===== src/design/cau_pkg.sv =====
// Package for the complex arithmetic unit: widths, command codes, stage records
// and the saturation helper. It depends on nothing else.

package cau_pkg;

	localparam int FRAC_BITS  = 16;
	localparam int PART_WIDTH = 32;

	localparam int PW     = PART_WIDTH;
	localparam int PROD_W = 2 * PW;
	localparam int SUM_W  = 2 * PW + 1;
	localparam int DEN_W  = 2 * PW;
	localparam int MAG_W  = 2 * PW;
	localparam int NUM_W  = MAG_W + FRAC_BITS;
	localparam int DIV_STEPS = PW;
	localparam int NSTG   = DIV_STEPS + 4;

	localparam logic signed [SUM_W-1:0] SAT_MAX = SUM_W'((65'sd1 <<< (PW - 1)) - 65'sd1);
	localparam logic signed [SUM_W-1:0] SAT_MIN = -SAT_MAX - SUM_W'(1);
	localparam logic [PW-1:0] HALF = PW'(1) << (PW - 1);

	typedef enum logic [1:0] {
		CMD_ADD = 2'd0,
		CMD_SUB = 2'd1,
		CMD_MUL = 2'd2,
		CMD_DIV = 2'd3
	} cmd_t;

	typedef struct packed {
		logic [PW-1:0] value;
		logic          clip;
	} sat_t;

	typedef struct packed {
		cmd_t                     cmd;
		logic signed [PW:0]       as_re;
		logic signed [PW:0]       as_im;
		logic signed [PROD_W-1:0] p_rr;
		logic signed [PROD_W-1:0] p_ii;
		logic signed [PROD_W-1:0] p_ri;
		logic signed [PROD_W-1:0] p_ir;
		logic signed [PROD_W-1:0] p_br2;
		logic signed [PROD_W-1:0] p_bi2;
	} prod_t;

	typedef struct packed {
		cmd_t                    cmd;
		logic signed [SUM_W-1:0] sum_re;
		logic signed [SUM_W-1:0] sum_im;
		logic [DEN_W-1:0]        den;
	} sum_t;

	typedef struct packed {
		logic             is_div;
		logic             dz;
		logic             clip;
		logic             ovf_re;
		logic             ovf_im;
		logic             neg_re;
		logic             neg_im;
		logic [DEN_W-1:0] den;
		logic [DEN_W-1:0] r_re;
		logic [DEN_W-1:0] r_im;
		logic [PW-1:0]    nq_re;
		logic [PW-1:0]    nq_im;
	} div_t;

	function automatic sat_t sat_part(input logic signed [SUM_W-1:0] x);
		sat_t s;
		if (x > SAT_MAX) begin
			s.value = SAT_MAX[PW-1:0];
			s.clip  = 1'b1;
		end else if (x < SAT_MIN) begin
			s.value = SAT_MIN[PW-1:0];
			s.clip  = 1'b1;
		end else begin
			s.value = x[PW-1:0];
			s.clip  = 1'b0;
		end
		return s;
	endfunction

endpackage


===== src/design/cau_div_step.sv =====
// One restoring divide step for both lanes: one quotient bit per part.
// Depends on cau_pkg.

module cau_div_step (
	input  logic          clk,
	input  logic          en,
	input  cau_pkg::div_t d_in,
	output cau_pkg::div_t d_out
);

	logic [cau_pkg::DEN_W:0] t_re, t_im, dd;
	logic                    ge_re, ge_im;
	cau_pkg::div_t           d;

	always_comb begin
		dd    = {1'b0, d_in.den};
		t_re  = {d_in.r_re, d_in.nq_re[cau_pkg::PW-1]};
		t_im  = {d_in.r_im, d_in.nq_im[cau_pkg::PW-1]};
		ge_re = t_re >= dd;
		ge_im = t_im >= dd;
		d     = d_in;
		if (d_in.is_div) begin
			d.r_re  = ge_re ? cau_pkg::DEN_W'(t_re - dd) : t_re[cau_pkg::DEN_W-1:0];
			d.r_im  = ge_im ? cau_pkg::DEN_W'(t_im - dd) : t_im[cau_pkg::DEN_W-1:0];
			d.nq_re = {d_in.nq_re[cau_pkg::PW-2:0], ge_re};
			d.nq_im = {d_in.nq_im[cau_pkg::PW-2:0], ge_im};
		end
	end

	always_ff @(posedge clk) begin
		if (en) begin
			d_out <= d;
		end
	end

endmodule


===== config.mk =====
export PLATFORM = sky130hd
export DESIGN_NAME = cau_div_step
export DESIGN_NICKNAME = d
export VERILOG_FILES = /design/src/design/cau_pkg.sv /design/src/design/cau_div_step.sv
export SDC_FILE = /design/constraint.sdc
export NUM_CORES = 1
export LEC_CHECK = 0
export BUFFER_PORTS_ARGS = -buffer_cell sky130_fd_sc_hd__buf_2
export CAP_MARGIN = 20
export CORE_MARGIN = 3
export CORE_UTILIZATION = 35
export CTS_BUF_LIST = sky130_fd_sc_hd__clkbuf_4 sky130_fd_sc_hd__clkbuf_8
export DETAILED_ROUTE_END_ITERATION = 16
export GPL_TIMING_DRIVEN = 0
export HOLD_SLACK_MARGIN = 0.05
export PLACE_DENSITY_LB_ADDON = 0.25
export SYNTH_ARGS = -nofsm -noshare
export SYNTH_HDL_FRONTEND = slang
export SYNTH_SLANG_ARGS = --single-unit

===== constraint.sdc =====
create_clock -name clk -period 4.06 [get_ports clk]
set_clock_uncertainty 0.15 [all_clocks]
set_input_delay 0.203 -clock clk [delete_from_list [all_inputs] [get_ports clk]]
set_output_delay 0.203 -clock clk [all_outputs]
set_load 0.05 [all_outputs]

==> reports/metrics.csv <==
stage,metric,value,unit
floorplanning,# IOs,528,
clock_tree,clk buf depth,3,
routing,DRT Pass-1 Iters,5,
synthesis,Mapped Cells,2147,
clock_tree,CTS tree,yes,
worst_setup_path,crit path launch,d_in[196],
synthesis,"Distinct cells, synth",80,
worst_setup_path,Worst path slowest cell,o31ai_1,
final_layout,number of flip-flops in the largest register,263,
floorplanning,core area,54300,sq um
timing,unrepaired setup endpoints after global routing,false,
global_routing,initial antenna violation count,19,
final_layout,share of cells above drive strength 1,0.241,
worst_setup_path,CP Class,input port to flop,
place,post-detail-place hpwl,67500,um
place,placed instance area,23100,sq um
timing,actual slew at the worst max-slew pin,1.17,ns
clock_tree,Worst-path clk slew,0.06,ns
global_routing,number of global-route vias before repair,20453,
place,placed cells,3421,
timing,final worst path period need,3.99,ns
timing,endpoints failing setup,0,
clock_tree,CTS root buf,clkbuf_8,
place,port bufs,527,
clock_tree,Clock Sinks,263,
timing,relative slew slack,0.219,
timing,Final Hold Vio Count,0,
synthesis,Seq cells post-synth,263,
worst_hold_path,beginning of the worst hold path,d_in[158],
global_routing,Total GRT Usage,0.290,
routing,ANT nets after route,0,
synthesis,Post-Synthesis Cell Area,19400,sq um
worst_setup_path,Worst Path Arrival,4.29,ns
floorplanning,die height,241,um
floorplanning,row cnt,85,
final_layout,Layout area overhead,39.6,%
worst_setup_path,CP required,4.36,ns
synthesis,async set or reset register ratio after synthesis,0,
routing,via count,20701,
timing,Fmax,251,MHz
final_layout,Post-Route Utilization,0.498,
global_routing,first-pass GRT wire length,127000,um
routing,initial drt markers,1678,
floorplanning,initial core utilization,0.357,
power,peak supply drop,0.000253,V
final_layout,Final Instance Count excl. Fillers,3808,
worst_setup_path,"slowest stage delay, CP",0.80,ns
worst_setup_path,largest fanout on the critical path,5,
routing,final wirelength,87700,um
clock_tree,CTS Buf Count,45,
global_routing,gr ovfl total,0,
worst_setup_path,"critical path, cell by cell","buf_2, inv_1, ha_1, nand4_1, o22ai_1, a221oi_4, o21ai_2, a21boi_1, o31ai_1, a2111oi_0, or4b_1, a31oi_1",
worst_hold_path,min-delay worst type,input port to flop,
final_layout,nets,3421,
power,Power Density,359,nW/um^2
timing,fin crit share,0.982,
outcome,status,finished clean,
routing,Via-to-Cell Ratio,5.44,
routing,Avg WL per Cell,23.0,um
floorplanning,die area,58300,sq um
synthesis,Post-Syn Nets,2542,
clock_tree,H-tree Lvls,2,
final_layout,largest registers,d_out x263,
synthesis,Most used DFF post-synth,edfxtp_1,
place,gpl congestion,0.955,
run,max-capacitance violation count,0,
routing,DRC,0,
floorplanning,Die X,241,um
final_layout,Post-Layout Inst Area,27100,sq um
synthesis,Synthesis Warnings,0,
global_routing,largest net degree at the start of global routing,125,
synthesis,sequential cell area fraction in the yosys report,0.407,
synthesis,"EDFF count, synth",263,
worst_setup_path,Worst Setup End Kind,flop,
power,LEAKAGE,11.8,nW
timing,Pins Over Slew Limit,0,
worst_setup_path,startpoint types,input port,
final_layout,Biggest register,d_out,
synthesis,synthesized area per cell,9.04,sq um
## report_power, final
part           internal [mW]  switching, mW  total [mW]
clock                   1.27           1.14        2.41
combinational           1.24           2.65        3.90
sequential              3.34         0.0856        3.42
total                   5.85           3.88        9.73
## final timing paths
kind	end	slack, ns	depth (start not counted)
worst max-delay path	d_out[104]	0.07	12
worst min-delay path	d_out[159]	0.1	5
## final cells by class
class | instances | area [sq um]
multi-input cells | 1660 | 10700
repair buffers | 832 | 5740
flip-flops and latches | 263 | 7900
diodes | 9 | 22.5
well taps | 739 | 925
inverters | 110 | 413
fillers | 5192 | 27300
plain buffers | 114 | 508
clock inverters | 19 | 116
clock buffers | 62 | 753
## layer usage
layer / vias to the layer above / track usage / routed length (um)
li1: 9750 / - / -
met1: 9923 / 0.367 / 36200
met2: 865 / 0.499 / 42100
met3: 149 / 0.0573 / 6420
met4: 14 / 0.0913 / 2850
met5: - / 0 / 87
## synth_stat cells (6+ instances only)
master,n,share of area
nand2_1,305,0.059
edfxtp_1,263,0.41
nor2_1,182,0.035
a21oi_1,181,0.047
ha_1,128,0.083
o21ai_0,112,0.029
a31oi_1,110,0.035
inv_1,108,0.021
clkbuf_1,79,0.015
a21o_1,74,0.029
xnor2_1,64,0.029
mux2_2,63,0.037
nand3_1,48,0.012
nand4_1,37,0.012
nor3_1,34,0.0088
xor2_1,32,0.014
o21bai_1,29,0.011
buf_2,22,0.0057
and3_1,19,0.0061
o211ai_1,15,0.0058
nor2b_1,14,0.0045
a211oi_1,12,0.0046
mux2i_1,12,0.0062
o31ai_1,12,0.0046
and2_1,11,0.0035
o21a_1,11,0.0043
nand2b_1,10,0.0032
nor4_1,10,0.0032
and4_1,9,0.0041
a21boi_0,7,0.0027
or2_2,7,0.0023
or3_1,7,0.0023
a2111oi_0,6,0.0027
a211o_1,6,0.0027
o21ai_1,6,0.0015
or4_1,6,0.0023
## per-stage QoR
stage | TNS (ns) | hold WS [ns] | power [mW] | setup WS, ns
after CTS | 0 | 0.0588 | 9.74 | 0.00849
after global routing | 0 | 0.108 | 10.2 | 0.00909
after detailed placement | -103.53 | 0.231 | 7.05 | -1.57
final | 0 | 0.0983 | 9.73 | 0.0729
after global placement | -378.30 | 0.230 | 7.05 | -1.59
after floorplan | 0 | 0.152 | 5.92 | 0.689
## layout by cell type, fill, tap and decap left out, types with 46 or more instances in the layout
master,Yosys,routed
clkbuf_8,0,46
clkbuf_1,79,76
edfxtp_1,263,263
a21oi_1,181,180
ha_1,128,128
nor2_1,182,181
inv_1,108,108
mux2_2,63,63
buf_2,22,550
nand3_1,48,48
o21ai_0,112,112
dlygate4sd3_1,0,293
a31oi_1,110,109
xnor2_1,64,64
a21o_1,74,74
nand2_1,305,304
## repair_timing
| action | 4_1_cts | 5_1_grt |
|---|---|---|
| endpoints found under the hold margin | 282 | 0 |
| hold buffers | 293 | 0 |
| setup endpoints to repair | 82 | 65 |
| buffers inserted | 0 | 3 |
| resized for setup | 11 | 17 |
## cells by family (layout without fill, tap and decap cells)
group	after synthesis	count (layout)	synth area share
adder cells (fa/ha/maj)	130	130	0.0846
buffers and inverters	224	1137	0.0463
XOR/XNOR	96	96	0.0433
AO/OA/AOI/OAI	644	644	0.210
other	0	9	0
flip-flops	263	263	0.407
multiplexers	75	75	0.0428
AND/OR/NAND/NOR	715	715	0.166
## critical path: cells and delay by family
kind,cells,cell delay [ns]
buf+inv,2,0.18
compound gates,7,2.64
simple gates,2,0.89
fa+ha+maj,1,0.37
Power figures use the tool's default switching activity.
