===== config.mk =====
export PLATFORM = sky130hd
export DESIGN_NAME = cau_final
export DESIGN_NICKNAME = d
export VERILOG_FILES = /design/src/design/cau_pkg.sv /design/src/design/cau_final.sv
export SDC_FILE = /design/constraint.sdc
export NUM_CORES = 1
export LEC_CHECK = 0
export BUFFER_PORTS_ARGS = -buffer_cell sky130_fd_sc_hd__buf_2
export CAP_MARGIN = 20
export CELL_PAD_IN_SITES_DETAIL_PLACEMENT = 1
export CELL_PAD_IN_SITES_GLOBAL_PLACEMENT = 1
export CORE_ASPECT_RATIO = 1.5
export CORE_MARGIN = 10
export CORE_UTILIZATION = 28
export CTS_BUF_LIST = sky130_fd_sc_hd__clkbuf_4 sky130_fd_sc_hd__clkbuf_8 sky130_fd_sc_hd__clkbuf_16
export DETAILED_ROUTE_END_ITERATION = 12
export PLACE_DENSITY_LB_ADDON = 0.05
export SYNTH_ARGS = -nofsm -noshare
export SYNTH_HDL_FRONTEND = slang
export SYNTH_SLANG_ARGS = --single-unit

===== constraint.sdc =====
create_clock -name clk -period 3.49 [get_ports clk]
set_input_delay 0.1745 -clock clk [delete_from_list [all_inputs] [get_ports clk]]
set_output_delay 0.1745 -clock clk [all_outputs]
set_load 0.01 [all_outputs]

===== src/design/cau_pkg.sv =====
// Package for the complex arithmetic unit: widths, command codes, stage records
// and the saturation helper. It depends on nothing else.

package cau_pkg;

	localparam int FRAC_BITS  = 16;
	localparam int PART_WIDTH = 32;

	localparam int PW     = PART_WIDTH;
	localparam int PROD_W = 2 * PW;
	localparam int SUM_W  = 2 * PW + 1;
	localparam int DEN_W  = 2 * PW;
	localparam int MAG_W  = 2 * PW;
	localparam int NUM_W  = MAG_W + FRAC_BITS;
	localparam int DIV_STEPS = PW;
	localparam int NSTG   = DIV_STEPS + 4;

	localparam logic signed [SUM_W-1:0] SAT_MAX = SUM_W'((65'sd1 <<< (PW - 1)) - 65'sd1);
	localparam logic signed [SUM_W-1:0] SAT_MIN = -SAT_MAX - SUM_W'(1);
	localparam logic [PW-1:0] HALF = PW'(1) << (PW - 1);

	typedef enum logic [1:0] {
		CMD_ADD = 2'd0,
		CMD_SUB = 2'd1,
		CMD_MUL = 2'd2,
		CMD_DIV = 2'd3
	} cmd_t;

	typedef struct packed {
		logic [PW-1:0] value;
		logic          clip;
	} sat_t;

	typedef struct packed {
		cmd_t                     cmd;
		logic signed [PW:0]       as_re;
		logic signed [PW:0]       as_im;
		logic signed [PROD_W-1:0] p_rr;
		logic signed [PROD_W-1:0] p_ii;
		logic signed [PROD_W-1:0] p_ri;
		logic signed [PROD_W-1:0] p_ir;
		logic signed [PROD_W-1:0] p_br2;
		logic signed [PROD_W-1:0] p_bi2;
	} prod_t;

	typedef struct packed {
		cmd_t                    cmd;
		logic signed [SUM_W-1:0] sum_re;
		logic signed [SUM_W-1:0] sum_im;
		logic [DEN_W-1:0]        den;
	} sum_t;

	typedef struct packed {
		logic             is_div;
		logic             dz;
		logic             clip;
		logic             ovf_re;
		logic             ovf_im;
		logic             neg_re;
		logic             neg_im;
		logic [DEN_W-1:0] den;
		logic [DEN_W-1:0] r_re;
		logic [DEN_W-1:0] r_im;
		logic [PW-1:0]    nq_re;
		logic [PW-1:0]    nq_im;
	} div_t;

	function automatic sat_t sat_part(input logic signed [SUM_W-1:0] x);
		sat_t s;
		if (x > SAT_MAX) begin
			s.value = SAT_MAX[PW-1:0];
			s.clip  = 1'b1;
		end else if (x < SAT_MIN) begin
			s.value = SAT_MIN[PW-1:0];
			s.clip  = 1'b1;
		end else begin
			s.value = x[PW-1:0];
			s.clip  = 1'b0;
		end
		return s;
	endfunction

endpackage


===== src/design/cau_final.sv =====
// Output stage: applies the sign to divide quotients, saturates them and
// registers the result fields. Depends on cau_pkg.

module cau_final (
	input  logic                          clk,
	input  logic                          en,
	input  cau_pkg::div_t                 d_in,
	output logic signed [cau_pkg::PW-1:0] result_real,
	output logic signed [cau_pkg::PW-1:0] result_imag,
	output logic                          divide_by_zero,
	output logic                          saturated
);

	logic [cau_pkg::PW-1:0] v_re, v_im;
	logic                   c_re, c_im;

	always_comb begin
		if (d_in.neg_re) begin
			c_re = d_in.ovf_re || (d_in.nq_re > cau_pkg::HALF);
			v_re = c_re ? cau_pkg::HALF : -d_in.nq_re;
		end else begin
			c_re = d_in.ovf_re || (d_in.nq_re >= cau_pkg::HALF);
			v_re = c_re ? ~cau_pkg::HALF : d_in.nq_re;
		end
		if (d_in.neg_im) begin
			c_im = d_in.ovf_im || (d_in.nq_im > cau_pkg::HALF);
			v_im = c_im ? cau_pkg::HALF : -d_in.nq_im;
		end else begin
			c_im = d_in.ovf_im || (d_in.nq_im >= cau_pkg::HALF);
			v_im = c_im ? ~cau_pkg::HALF : d_in.nq_im;
		end
	end

	always_ff @(posedge clk) begin
		if (en) begin
			divide_by_zero <= d_in.dz;
			if (d_in.is_div) begin
				result_real <= v_re;
				result_imag <= v_im;
				saturated   <= c_re | c_im;
			end else begin
				result_real <= d_in.nq_re;
				result_imag <= d_in.nq_im;
				saturated   <= d_in.clip;
			end
		end
	end

endmodule


==> run metrics, run 1 <==
f_max=358 MHz; CP Class=primary input to flip-flop; register area share after synthesis=43.8%; DRT Pass-1 Iters=4; register bit total from synthesis=66; Final period util=80.0%; Final Hold Viols=0; dominant cells by area after synthesis=edfxtp_1 44%, nor2_1 4.4%, a21oi_1 4.2%, nor3_1 3.4%, o21ai_0 3.4%; Synth Area per Inst=8.96 um2; unrepaired setup endpoints after global routing=false; fin. max-slew vios=0; final worst slack=0.698 ns; status=finished, final reports clean; Mapped Area=0.00452 mm2; routed wire length per instance=22.6 um; synth-to-layout area growth=27.7%; CTS buffer count=9; post-synth top area share=43.8%; Synth area leader=edfxtp_1; I/O pins=331; Die W=124 um; GRT overflow=0; cell area power density=396 mW/mm2; setup repair bufs after CTS=0; top-count cell post-synth=edfxtp_1; Max transition margin=39.2%; drt total wl=19.3 mm; Critical Path Source Type=primary input; global-route wire length before repair=29.0 mm; Hold-fix buffers, CTS=0; Post-synth EDFFs=66; Synth Instances=505; PortBufs=138; pre-CTS setup slack=0.363 ns; largest net degree at the start of global routing=51; worst hold margin=0.0165 ns; # resized after CTS=0; CP Capture Type=flip-flop; Setup-failing EPs final=0; DIE AREA=0.0217 mm2; Max IR drop VDD=168 uV; Leak=2.18 nW; Detailed Route Iter0 Violations=258; clk slew on worst S/H paths=0.06 ns; Post-synth top flop=edfxtp_1; worst hold path class=primary input to flip-flop; max_cap viols=0; ANT nets after route=0; syn nets=772; Die Ht=176 um; CTS root buf=clkbuf_16; detailed placer's ending HPWL=14.6 mm; share of cells above drive strength 1=30.0%; Critical Path RT=3.57 ns; Critical Path Fanout Max=26; H-tree depth=3; synth unique cells=62; Warnings, synthesis=0; worst-margin pin slew=0.909 ns; Fin Setup TNS=0 ns; vias in the first global route=5,080; Arrival @ worst endpoint=2.87 ns; maximum root-to-sink buffer count=2; DRC=0; Core ar.=0.0158 mm2; CTS sink cnt=66; synth cell count leaders=66 x edfxtp_1, 53 x nor2_1, 38 x a21oi_1, 31 x nor3_1, 31 x o21ai_0; Final Net Count=913; total number of vias=4,835; initial core utilization=28.7%; CTS tree=yes; antenna violations before repair=1; RePlAce Congestion=0.880; drt via density=5.67; Final Critical Period=2.79 ns; GRT Util Overall=17.2%; FFs w/ async S/R, synth=0%; Rows=56
critical path, cell delays in order:
cell	delay, ns
buf_2	0.11
inv_1	0.14
ha_1	0.27
or3b_2	0.51
or4_1	0.55
buf_4	0.20
o41ai_4	0.23
buf_4	0.34
a31oi_1	0.15
o22a_1	0.20
power by group:
group	total (W)	switching [W]	internal, W
Combinational	0.000472	0.000299	0.000173
Clock	0.000825	0.000349	0.000476
Sequential	0.000992	0.0000233	0.000968
Total	0.00229	0.000671	0.00162
path summary, 6_finish.rpt:
kind / start / end / slack (ns) / cells after the start
setup / recovery: d_in[0] / saturated$_DFFE_PP_ / 0.70 / 10
hold / removal: d_in[261] / divide_by_zero$_DFFE_PP_ / 0.02 / 1
metrics by stage:
stage          cell area, um2  power, W  utilization (%)  cells
6_report                 5780   0.00229             36.7    853
5_1_grt                  5780   0.00240             36.7    853
4_1_cts                  5780   0.00232             36.6    852
3_5_place_dp             5520   0.00149             35.0    838
3_3_place_gp             5520   0.00148             35.0    838
2_1_floorplan            4520   0.00123                -    505
metal layers:
| metal | vias to the layer above | wire length [um] | track usage [%] |
|---|---|---|---|
| li1 | 2286 | - | - |
| met1 | 2330 | 7800 | 19.9 |
| met2 | 192 | 9440 | 29.1 |
| met3 | 27 | 1500 | 4.72 |
| met4 | 0 | 522 | 6.43 |
| met5 | - | 0 | 0 |
cell families after synthesis:
group | count (synthesis) | synth area share (%)
simple gates | 216 | 25.2
fa+ha+maj | 2 | 0.553
compound gates | 160 | 24.2
mux | 6 | 1.36
buf+inv | 55 | 4.92
flops | 66 | 43.8
layout by cell type (no fill, tap or decap), types with 3 or more instances in the layout:
cell type  instances
a211o_1            8
a211oi_1           4
a21o_1             3
a21oi_1           38
a2bb2oi_1          4
a311oi_1           3
a31o_2             4
a31oi_1           15
a41oi_1            3
buf_2            138
buf_4             25
clkbuf_16          9
edfxtp_1          66
inv_1             20
mux2i_1            5
nand2_1           27
nand2b_1           5
nand3_1           20
nand4_1           14
nor2_1            53
nor3_1            30
nor4_1            20
nor4b_1            4
o211ai_1           3
o21ai_0           31
o22a_1             3
o22ai_1            9
o311ai_0           4
o31ai_1            5
o41ai_1            5
or2_2              5
or3_1             14
or4_1              9
area by class of cell:
type                       instances  area, um2
clock buffer                      10        233
fill                            1906       9990
multi-input combinational        384       2320
clock inverter                     4       21.3
inverter                          22       82.6
tap                              203        254
antenna                            1       2.50
sequential                        66       1980
timing repair buffer             163        878
state kept, by name, indices dropped and copies added, names as in the netlist:
| register | count |
|---|---|
| divide_by_zero | 1 |
| saturated | 1 |
| result_imag | 32 |
| result_real | 32 |
(Power assumes the default switching activity.)
==> inputs of run 2 (changes only) <==
- CORE_UTILIZATION: 28 -> 25
- clock period: 3.49 -> 2.4 ns (I/O delays scaled with it)
==> run 2 against run 1 <==
  * Combinational power rose by 60%
  * Final area rose by 9.1%
  * Setup slack got worse by 0.57 ns
  * First-iteration DRC count rose by 13%
  * Clock-buffer cell count did not move
  * Critical path type unchanged
  * Largest cell class unchanged
==> run metrics, run 2 (synthesized netlist as in run 1, its figures left out) <==
most common cell after layout, fill and taps aside=buf_2; I/O pins=331 (unchanged); synth-to-layout area growth=39.4%; Fin Setup TNS=0 ns (unchanged); clk slew on worst S/H paths=0.06 ns (about the same); DRC=0 (unchanged); met1 Use GR=19.9% (+0.043 points); RePlAce Congestion=0.898 (+2.0%); Arrival @ worst endpoint=2.36 ns (-0.51 ns); CP Class=primary input to flip-flop; detailed placer's ending HPWL=15.9 mm (+8.9%); largest net degree at the start of global routing=67 (+31%); status=finished, final reports clean; drt via density=5.49 (-3.2%); Detailed Route Iter0 Violations=291 (+13%); cell area power density=558 mW/mm2 (+41%); Multi-input gate area=0.00235 mm2 (+0.91%); Max IR drop VDD=238 uV (+42%); Die W=130 um (+4.9%); Setup-failing EPs final=0 (unchanged); FF+latch area=0.00198 mm2 (unchanged); M3 GR Usage=3.42% (-1.3 points); initial core utilization=25.3% (-3.4 points); most frequent cells in the layout=138 x buf_2, 75 x buf_4, 66 x edfxtp_1, 53 x nor2_1, 38 x a21oi_1; maximum root-to-sink buffer count=2 (unchanged); Critical Path RT=2.49 ns (-1.08 ns); Largest regs=result_imag (32), result_real (32); GRT Util Overall=17.0% (-0.18 points); antenna violations before repair=0 (-1); Final Net Count=968 (+6.0%); Rows=60 (+7.1%); met2 usage=29.6% (+0.55 points); CTS buffer count=9 (unchanged); Final Critical Period=2.28 ns; Die Ht=185 um (+5.2%); CP Capture Type=flip-flop; drt total wl=20.6 mm (+7.1%); number of fill cells=2,118 (+11%); share of cells above drive strength 1=35.5% (+5.4 points); GRT overflow=0 (unchanged); ANT nets after route=0 (unchanged); Final period util=94.9%; H-tree depth=3 (unchanged); Max transition margin=44.3% (+5.1 points); Leak=2.48 nW (+14%); CTS sink cnt=66 (unchanged); Critical Path Source Type=primary input; Core ar.=0.0179 mm2 (+13%); CTS tree=yes; Final Hold Viols=0 (unchanged); fin. max-slew vios=0 (unchanged); total number of vias=5,060 (+4.7%); CTS root buf=clkbuf_16; worst hold path class=primary input to flip-flop; f_max=439 MHz; PortBufs=138 (unchanged); Antenna diodes=0 (-1); Non-Filler Instances=922 (+8.1%); global-route wire length before repair=31.5 mm (+8.7%); unrepaired setup endpoints after global routing=false; DIE AREA=0.0240 mm2 (+10%); max_cap viols=0 (unchanged); worst-margin pin slew=0.831 ns (-0.0778 ns); gr busiest metal=met2; Final Power=0.00352 W (+54%); vias in the first global route=5,490 (+8.1%); placed cells=906 (+8.1%); DRT Pass-1 Iters=4 (unchanged); routed wire length per instance=22.4 um (-0.89%); Critical Path Fanout Max=20 (-23%)
==> run 2: stage by stage <==
stage	setup slack [ns]	hold slack, ns	area [um2]	util (%)
3_3_place_gp	-0.322	0.298	6010	33.6
3_5_place_dp	-0.359	0.302	6010	33.6
5_1_grt	0.00267	0.130	6300	35.3
4_1_cts	0.0125	0.112	6300	35.3
6_report	0.124	0.127	6300	35.3
2_1_floorplan	-0.148	0.219	4550	-
==> run 2: report_power, final <==
part           switching (W)  internal (W)  leakage (nW)
combinational       0.000453      0.000301          1.69
sequential         0.0000341       0.00141         0.647
clock               0.000525      0.000799         0.138
total                0.00101       0.00251          2.48
==> run 2: worst max-delay path, stage by stage <==
cell and delay, ns:
buf_2 0.11, or4_1 0.57, or4_4 0.58, buf_4 0.17, o41ai_4 0.30, buf_12 0.21
a31oi_1 0.11, o22a_1 0.19
==> run 2: layout make-up <==
type	count	share of cell area, %
Timing Repair Buffer	218	21.3
Sequential cell	66	31.4
Inverter	22	1.31
Tap cell	217	4.31
Clock inverter	5	0.734
Clock buffer	10	3.69
Multi-Input combinational cell	384	37.2
==> run 2: path summary, 6_finish.rpt <==
| kind | start | end | slack [ns] | depth (start not counted) |
|---|---|---|---|---|
| worst min-delay path | d_in[260] | saturated$_DFFE_PP_ | 0.13 | 2 |
| worst max-delay path | d_in[8] | saturated$_DFFE_PP_ | 0.12 | 8 |
==> run 2: repair_timing <==
| action | in CTS | in global routing |
|---|---|---|
| pin swaps | 1 | 0 |
| gates resized for setup | 0 | 1 |
| hold buffers | 1 | 0 |
| setup buffers | 0 | 0 |
| endpoints found under the setup margin | 2 | 13 |
| endpoints found under the hold margin | 1 | 0 |
| cloned | 0 | 0 |
==> run 2: metal layers <==
| metal | vias to the layer above | part of all wire (%) | wire, um |
|---|---|---|---|
| met3 | 27 | 6.1 | 1250 |
| met4 | 0 | 1.8 | 380 |
| met2 | 174 | 50 | 10200 |
| met1 | 2461 | 42 | 8750 |
| met5 | - | 0 | 0 |
| li1 | 2398 | - | - |
