--- config.mk ---
export PLATFORM = sky130hd
export DESIGN_NAME = cau_setup
export DESIGN_NICKNAME = d
export VERILOG_FILES = /design/src/design/cau_pkg.sv /design/src/design/cau_setup.sv
export SDC_FILE = /design/constraint.sdc
export NUM_CORES = 1
export LEC_CHECK = 0
export ABC_AREA = 0
export CAP_MARGIN = 20
export CORE_AREA = 2 2 179 181
export DETAILED_ROUTE_END_ITERATION = 6
export DIE_AREA = 0 0 181 183
export DONT_BUFFER_PORTS = 1
export PLACE_DENSITY = 0.64
export SYNTH_ARGS = -nofsm -noshare
export SYNTH_HDL_FRONTEND = slang
export SYNTH_SLANG_ARGS = --single-unit
export TNS_END_PERCENT = 20
--- constraint.sdc ---
create_clock -name clk -period 3.8 [get_ports clk]
set_input_delay 0.38 -clock clk [delete_from_list [all_inputs] [get_ports clk]]
set_output_delay 0.38 -clock clk [all_outputs]
set_load 0.02 [all_outputs]
--- src/design/cau_pkg.sv ---
// Package for the complex arithmetic unit: widths, command codes, stage records
// and the saturation helper. It depends on nothing else.

package cau_pkg;

	localparam int FRAC_BITS  = 16;
	localparam int PART_WIDTH = 32;

	localparam int PW     = PART_WIDTH;
	localparam int PROD_W = 2 * PW;
	localparam int SUM_W  = 2 * PW + 1;
	localparam int DEN_W  = 2 * PW;
	localparam int MAG_W  = 2 * PW;
	localparam int NUM_W  = MAG_W + FRAC_BITS;
	localparam int DIV_STEPS = PW;
	localparam int NSTG   = DIV_STEPS + 4;

	localparam logic signed [SUM_W-1:0] SAT_MAX = SUM_W'((65'sd1 <<< (PW - 1)) - 65'sd1);
	localparam logic signed [SUM_W-1:0] SAT_MIN = -SAT_MAX - SUM_W'(1);
	localparam logic [PW-1:0] HALF = PW'(1) << (PW - 1);

	typedef enum logic [1:0] {
		CMD_ADD = 2'd0,
		CMD_SUB = 2'd1,
		CMD_MUL = 2'd2,
		CMD_DIV = 2'd3
	} cmd_t;

	typedef struct packed {
		logic [PW-1:0] value;
		logic          clip;
	} sat_t;

	typedef struct packed {
		cmd_t                     cmd;
		logic signed [PW:0]       as_re;
		logic signed [PW:0]       as_im;
		logic signed [PROD_W-1:0] p_rr;
		logic signed [PROD_W-1:0] p_ii;
		logic signed [PROD_W-1:0] p_ri;
		logic signed [PROD_W-1:0] p_ir;
		logic signed [PROD_W-1:0] p_br2;
		logic signed [PROD_W-1:0] p_bi2;
	} prod_t;

	typedef struct packed {
		cmd_t                    cmd;
		logic signed [SUM_W-1:0] sum_re;
		logic signed [SUM_W-1:0] sum_im;
		logic [DEN_W-1:0]        den;
	} sum_t;

	typedef struct packed {
		logic             is_div;
		logic             dz;
		logic             clip;
		logic             ovf_re;
		logic             ovf_im;
		logic             neg_re;
		logic             neg_im;
		logic [DEN_W-1:0] den;
		logic [DEN_W-1:0] r_re;
		logic [DEN_W-1:0] r_im;
		logic [PW-1:0]    nq_re;
		logic [PW-1:0]    nq_im;
	} div_t;

	function automatic sat_t sat_part(input logic signed [SUM_W-1:0] x);
		sat_t s;
		if (x > SAT_MAX) begin
			s.value = SAT_MAX[PW-1:0];
			s.clip  = 1'b1;
		end else if (x < SAT_MIN) begin
			s.value = SAT_MIN[PW-1:0];
			s.clip  = 1'b1;
		end else begin
			s.value = x[PW-1:0];
			s.clip  = 1'b0;
		end
		return s;
	endfunction

endpackage

--- src/design/cau_setup.sv ---
// Third stage: saturates add, subtract and multiply results and prepares the
// divider lanes (magnitude, sign, overflow test). Depends on cau_pkg.

module cau_setup (
	input  logic          clk,
	input  logic          en,
	input  cau_pkg::sum_t sum_s2,
	output cau_pkg::div_t div_s3
);

	logic signed [cau_pkg::SUM_W-1:0] sh_re, sh_im, mw_re, mw_im;
	logic [cau_pkg::NUM_W-1:0]        n_re, n_im;
	logic [cau_pkg::DEN_W-1:0]        hi_re, hi_im;
	cau_pkg::sat_t                    s_re, s_im;
	cau_pkg::div_t                    d;

	always_comb begin
		sh_re = sum_s2.sum_re >>> cau_pkg::FRAC_BITS;
		sh_im = sum_s2.sum_im >>> cau_pkg::FRAC_BITS;
		mw_re = sum_s2.sum_re[cau_pkg::SUM_W-1] ? -sum_s2.sum_re : sum_s2.sum_re;
		mw_im = sum_s2.sum_im[cau_pkg::SUM_W-1] ? -sum_s2.sum_im : sum_s2.sum_im;
		n_re  = cau_pkg::NUM_W'(mw_re[cau_pkg::MAG_W-1:0]) << cau_pkg::FRAC_BITS;
		n_im  = cau_pkg::NUM_W'(mw_im[cau_pkg::MAG_W-1:0]) << cau_pkg::FRAC_BITS;
		hi_re = cau_pkg::DEN_W'(n_re[cau_pkg::NUM_W-1:cau_pkg::PW]);
		hi_im = cau_pkg::DEN_W'(n_im[cau_pkg::NUM_W-1:cau_pkg::PW]);
		if (sum_s2.cmd == cau_pkg::CMD_MUL) begin
			s_re = cau_pkg::sat_part(sh_re);
			s_im = cau_pkg::sat_part(sh_im);
		end else begin
			s_re = cau_pkg::sat_part(sum_s2.sum_re);
			s_im = cau_pkg::sat_part(sum_s2.sum_im);
		end

		d        = '0;
		d.den    = sum_s2.den;
		d.neg_re = sum_s2.sum_re[cau_pkg::SUM_W-1];
		d.neg_im = sum_s2.sum_im[cau_pkg::SUM_W-1];
		d.ovf_re = hi_re >= sum_s2.den;
		d.ovf_im = hi_im >= sum_s2.den;
		d.r_re   = hi_re;
		d.r_im   = hi_im;
		if (sum_s2.cmd == cau_pkg::CMD_DIV) begin
			if (sum_s2.den == '0) begin
				d.dz = 1'b1;
			end else begin
				d.is_div = 1'b1;
				d.nq_re  = n_re[cau_pkg::PW-1:0];
				d.nq_im  = n_im[cau_pkg::PW-1:0];
			end
		end else begin
			d.nq_re = s_re.value;
			d.nq_im = s_im.value;
			d.clip  = s_re.clip | s_im.clip;
		end
	end

	always_ff @(posedge clk) begin
		if (en) begin
			div_s3 <= d;
		end
	end

endmodule

==> out/qor.yml, run 1 <==
clocking:
  root_buffer: "clkbuf_16"
  cts-buffers-inserted: 25
  cts_sinks: 231
  cts_buffer_depth: 3
  cts_setup_buffers: 0
  clkTransAtPathRegs_ns: 0.06
  cts_tree: "done"
  htree_levels: 1
final_layout:
  fin_nets: 1769
  reg.largest.list: "div_s3 x231"
  final_area_mm2: 0.01687
  largest_reg_flops: 231
  num_antenna_cells: 0
  fill_cells: 2751
  final_cell_mix: "edfxtp_1, buf_4, xnor2_1"
  drive_gt1_frac: 0.1362
  syn_to_final_growth_pct: 19.01
  final_common_cell: "edfxtp_1"
  largest-register: "div_s3"
setup_path:
  crit_required_ns: 4.19
  worstSetupPathType: "input pin to flip-flop"
  end_kind: "flip-flop"
  path_max_fanout: 5
  crit_path_start_kind: "input pin"
  worstPathArrival_ns: 3.99
sta:
  rsz0062_at_grt: "true"
  fin_tns_setup_ns: 0
  drv_slew: 0
  setup_viol: 0
  tightest_slew_ns: 0.8838
  post-route-period-util: 0.9462
  max_slew_margin: 0.4086
  finalCriticalPeriod_ns: 3.595
  hold_viol: 0
  clock.fmax_mhz: 278.1
  setup_ws_ns: 0.2046
routing:
  drc: 0
  drt-initial-drc-count: 1218
  vias: 11859
  wl_per_cell_um: 27.06
  via_per_inst: 6.268
  first_pass_iters: 5
  antenna_left: 0
  wl_um: 51200
yosys:
  ys_seq_area_frac: 0.4894
  synth_ff_type: "edfxtp_1"
  syn_area_mm2: 0.01417
  avgSynthCellArea_um2: 10.81
  synth_seq_cells: 231
  ys_types: 68
  syn_inst: 1311
  synth_edf_count: 231
  yosys_warnings: 0
  synth-async-reset-ratio: 0
worst_hold_path:
  hold_path_class: "input pin to flip-flop"
grt:
  track_usage: 0.2988
  grt_pass1_vias: 11518
  antenna_found_initial: 0
  grt_max_degree: 126
  grt_overflow: 0
  grt_pass1_wl_um: 74370
die:
  num_io_pins: 461
  start_util: 0.4538
  die_y_um: 183
  rows: 65
  die_x_um: 181
  die_area_mm2: 0.03312
  core_mm2: 0.03123
status:
  outcome: "completed"
place:
  dp.final_hpwl_um: 38390
  portBuffers: 0
  pre_cts_ws_ns: -0.8016
  placed_cell_area_mm2: 0.01533
  routabilityCongestion: 0.9513
run:
  cap_violations: 0
power:
  p_leak_nw: 6.242
  power_mw: 7.000
  powerDensity_mw_per_mm2: 414.9
  vdd_ir_drop_max_mv: 0.3333
area by class of cell:
type | count | area [um2] | share of cell area
sequential | 231 | 6937 | 0.4112
multi-input combinational | 949 | 6708 | 0.3976
timing repair buffer | 202 | 1704 | 0.1010
clock buffer | 32 | 651.9 | 0.03864
tap | 402 | 503.0 | 0.02982
inverter | 62 | 232.7 | 0.01380
clock inverter | 14 | 132.6 | 0.007862
critical path, cell delays in order:
cell	delay (ns)
or4_1	0.54
or4b_4	0.55
nor3_2	0.22
buf_4	0.17
nand2_1	0.11
o41ai_1	0.38
xnor2_1	0.19
ha_1	0.33
nand4_1	0.17
nor4_4	0.33
nor4b_4	0.29
a21oi_1	0.15
a21oi_1	0.17
path summary, 6_finish.rpt:
kind | startpoint | to | slack, ns | cells past startpoint
max | sum_s2[85] | div_s3[258] | 0.20 | 13
min | sum_s2[64] | div_s3[16] | 0.04 | 2
cell families after synthesis:
| logic type | share of synthesized area |
|---|---|
| AO/OA/AOI/OAI | 0.1593 |
| flip-flops | 0.4894 |
| buffers and inverters | 0.05146 |
| XOR/XNOR | 0.07601 |
| AND/OR/NAND/NOR | 0.1338 |
| other | 0.0002646 |
| multiplexers | 0.001412 |
| adder cells (fa/ha/maj) | 0.08828 |
metal layers:
metal,track usage,part of all wire,up-vias
met5,0,0,-
met4,0.09073,0.034,0
met3,0.08638,0.11,119
met2,0.4943,0.46,777
met1,0.3816,0.39,5652
li1,-,-,5311
what timing repair did:
action / in CTS / in global routing
gates resized for setup: 2 / 8
endpoints found under the hold margin: 170 / 0
setup endpoints to repair: 1 / 2
hold buffers: 68 / 0
stage by stage:
step,std cells,util,hold WS [ns]
after floorplan,1342,-,0.4789
after global placement,1778,0.4908,0.4790
after detailed placement,1778,0.4908,0.4789
after CTS,1892,0.5387,0.0009751
after global routing,1892,0.5401,0.006272
final,1892,0.5401,0.03845
synthesized netlist by cell type (all sizes together), types with 3 or more instances:
cell,number,area share
a2111oi,4,0.0025
a211o,3,0.0019
a211oi,8,0.0042
a21o,13,0.0069
a21oi,96,0.034
a221o,5,0.0035
a22oi,10,0.0053
a31oi,4,0.0018
a41oi,4,0.0025
buf,36,0.018
clkbuf,64,0.017
edfxtp,231,0.49
ha,100,0.088
inv,62,0.016
nand2,89,0.024
nand2b,10,0.0044
nand3,36,0.013
nand3b,3,0.0016
nand4,51,0.024
nand4b,4,0.0025
nor2,47,0.012
nor3,16,0.0064
nor3b,3,0.0024
nor4,41,0.021
o211ai,6,0.0032
o21a,5,0.0026
o21ai,89,0.031
o221ai,14,0.0087
o22ai,17,0.0075
o31ai,32,0.017
o41ai,25,0.018
or2,3,0.0013
or3,12,0.0053
or4,17,0.0095
xnor2,107,0.066
xor2,16,0.0099
report_power, final:
part | switching (mW) | internal (mW) | total, mW
combinational | 0.567 | 0.490 | 1.06
sequential | 0.433 | 3.12 | 3.56
clock | 1.03 | 1.35 | 2.38
total | 2.03 | 4.97 | 7.00
No activity file was read; power rests on OpenSTA's default activity.
==> run 2, diff against run 1 <==
Settings changed: CORE_AREA 2 2 179 181 to not set, CORE_UTILIZATION set to 35, DIE_AREA 0 0 181 183 to not set, PLACE_DENSITY 0.64 to 0.53.
==> out/qor.yml, run 2 (synthesized netlist as in run 1, its figures left out) <==
status:
  outcome: "completed"  # unchanged
die:
  rows: 73  # was 65
  num_io_pins: 461  # unchanged
  die_area_mm2: 0.04130  # was 0.03312 mm2
  die_x_um: 203.2  # was 181 um
  die_y_um: 203.2  # was 183 um
  core_mm2: 0.03982  # was 0.03123 mm2
  start_util: 0.3559  # was 0.4538
routing:
  drt-initial-drc-count: 879  # was 1218
  drc: 0  # unchanged
  wl_per_cell_um: 26.91  # was 27.06 um
  antenna_left: 0  # unchanged
  wl_um: 54460  # was 51200 um
  vias: 11779  # was 11859
  via_per_inst: 5.820  # was 6.268
  first_pass_iters: 5  # unchanged
final_layout:
  final_cell_mix: "edfxtp_1, buf_4, xnor2_1"  # unchanged
  largest_reg_flops: 231  # unchanged
  fin_nets: 1776  # was 1769
  syn_to_final_growth_pct: 21.67  # was 19.01%
  final_cells: 2024  # was 1892
  reg.largest.list: "div_s3 x231"  # unchanged
  final_area_mm2: 0.01725  # was 0.01687 mm2
  largest-register: "div_s3"  # unchanged
  num_antenna_cells: 0  # unchanged
  drive_gt1_frac: 0.1468  # was 0.1362
  final_common_cell: "edfxtp_1"  # unchanged
power:
  pwr-share-seq: 0.480  # was 0.508
  clockPowerShare: 0.376  # was 0.341
  p_sw_frac: 0.2884  # was 0.2904
  p_sw_mw: 2.140  # was 2.033 mW
  powerDensity_mw_per_mm2: 430.2  # was 414.9 mW/mm2
  p_leak_nw: 6.338  # was 6.242 nW
  pwr-share-comb: 0.143  # was 0.151
  p_int_mw: 5.279  # was 4.967 mW
  vdd_ir_drop_max_mv: 0.3027  # was 0.3333 mV
  power_mw: 7.419  # was 7.000 mW
worst_hold_path:
  hold_depth: 2  # unchanged
  min_to: "div_s3[16]"  # unchanged
  worstHoldStart: "sum_s2[64]"  # unchanged
  hold_path_class: "input pin to flip-flop"  # unchanged
sta:
  hold_viol: 0  # unchanged
  setup_viol: 0  # unchanged
  clock.fmax_mhz: 274.4  # was 278.1 MHz
  tightest_slew_ns: 0.9780  # was 0.8838 ns
  post-route-period-util: 0.9589  # was 0.9462
  drv_slew: 0  # unchanged
  setup_ws_ns: 0.1563  # was 0.2046 ns
  max_slew_margin: 0.3456  # was 0.4086
  finalCriticalPeriod_ns: 3.644  # was 3.595 ns
clocking:
  htree_levels: 1  # unchanged
  cts_tree: "done"  # unchanged
  cts_buffer_depth: 3  # unchanged
  cts_sinks: 231  # unchanged
  cts-buffers-inserted: 28  # was 25
  clkTransAtPathRegs_ns: 0.06  # about the same
  root_buffer: "clkbuf_16"  # unchanged
place:
  routabilityCongestion: 0.9496  # was 0.9513
  place_inst: 1904  # was 1778
  portBuffers: 0  # unchanged
  pre_cts_ws_ns: -0.7224  # was -0.8016 ns
  dp.final_hpwl_um: 41010  # was 38390 um
  placed_cell_area_mm2: 0.01550  # was 0.01533 mm2
grt:
  grt_max_degree: 129  # was 126
  track_usage: 0.2540  # was 0.2988
  antenna_found_initial: 1  # was 0
  grt_pass1_vias: 11262  # was 11518
  grt_pass1_wl_um: 77210  # was 74370 um
  grt_overflow: 0  # unchanged
setup_path:
  worstSetupPathType: "input pin to flip-flop"  # unchanged
  worstPathArrival_ns: 4.05  # was 3.99 ns
  crit_path_start_kind: "input pin"  # unchanged
  end_kind: "flip-flop"  # unchanged
  path_max_fanout: 5  # unchanged
  crit_required_ns: 4.21  # was 4.19 ns
run:
  cap_violations: 0  # unchanged
run 2: how the worst max path moves through the flow:
stage	startpoint	endpoint	cells past startpoint
floorplan	sum_s2[142]	div_s3[259]	14
global placement	sum_s2[85]	div_s3[258]	14
detailed placement	sum_s2[85]	div_s3[258]	15
CTS	sum_s2[85]	div_s3[258]	15
global route	sum_s2[85]	div_s3[258]	14
finish	sum_s2[92]	div_s3[258]	15
run 2: layer usage:
layer / wire [um] / track usage
met5: 0 / 0
met4: 1739 / 0.08110
met3: 5358 / 0.06344
met2: 25450 / 0.4146
met1: 21910 / 0.3288
run 2: critical path, cell delays in order:
cell and delay [ns]:
or4_1 0.54, nor3_1 0.36, buf_4 0.19, buf_4 0.11, nor3b_1 0.28, buf_4 0.17
nand2_1 0.09, o31ai_1 0.25, xnor2_1 0.16, ha_1 0.31, nand4_1 0.20, nor4_4 0.39
nor4b_2 0.29, a21oi_2 0.14, a21oi_1 0.18
run 2: cell type report:
type,instances,area (um2)
fill,3775,22580
sequential,231,6937
multi-input combinational,949,6720
timing repair buffer,206,1737
clock buffer,29,725.7
tap,525,656.9
clock inverter,22,236.5
inverter,62,232.7
run 2: power groups by stage:
stage | Combinational [mW] | Clock, mW | Sequential, mW
2_1_floorplan | 0.678 | 0 | 3.54
3_3_place_gp | 0.935 | 0 | 3.62
3_5_place_dp | 0.954 | 0 | 3.61
4_1_cts | 1.06 | 2.85 | 3.57
5_1_grt | 1.18 | 2.94 | 3.58
6_report | 1.06 | 2.79 | 3.56
run 2: stage by stage:
step	util	setup TNS, ns	hold WS, ns
3_5_place_dp	0.3893	-1.067	0.4789
4_1_cts	0.4316	0	0.001153
3_3_place_gp	0.3893	-0.8626	0.4789
5_1_grt	0.4330	-0.001145	0.006047
2_1_floorplan	-	-0.1811	0.4789
6_report	0.4330	0	0.02673
run 2: timing repair:
item	CTS	global route
gates resized for setup	3	13
pin swaps	0	1
buffers inserted	0	0
hold buffers	69	0
hold endpoints to repair	195	0
gates cloned	0	0
endpoints found under the setup margin	1	1
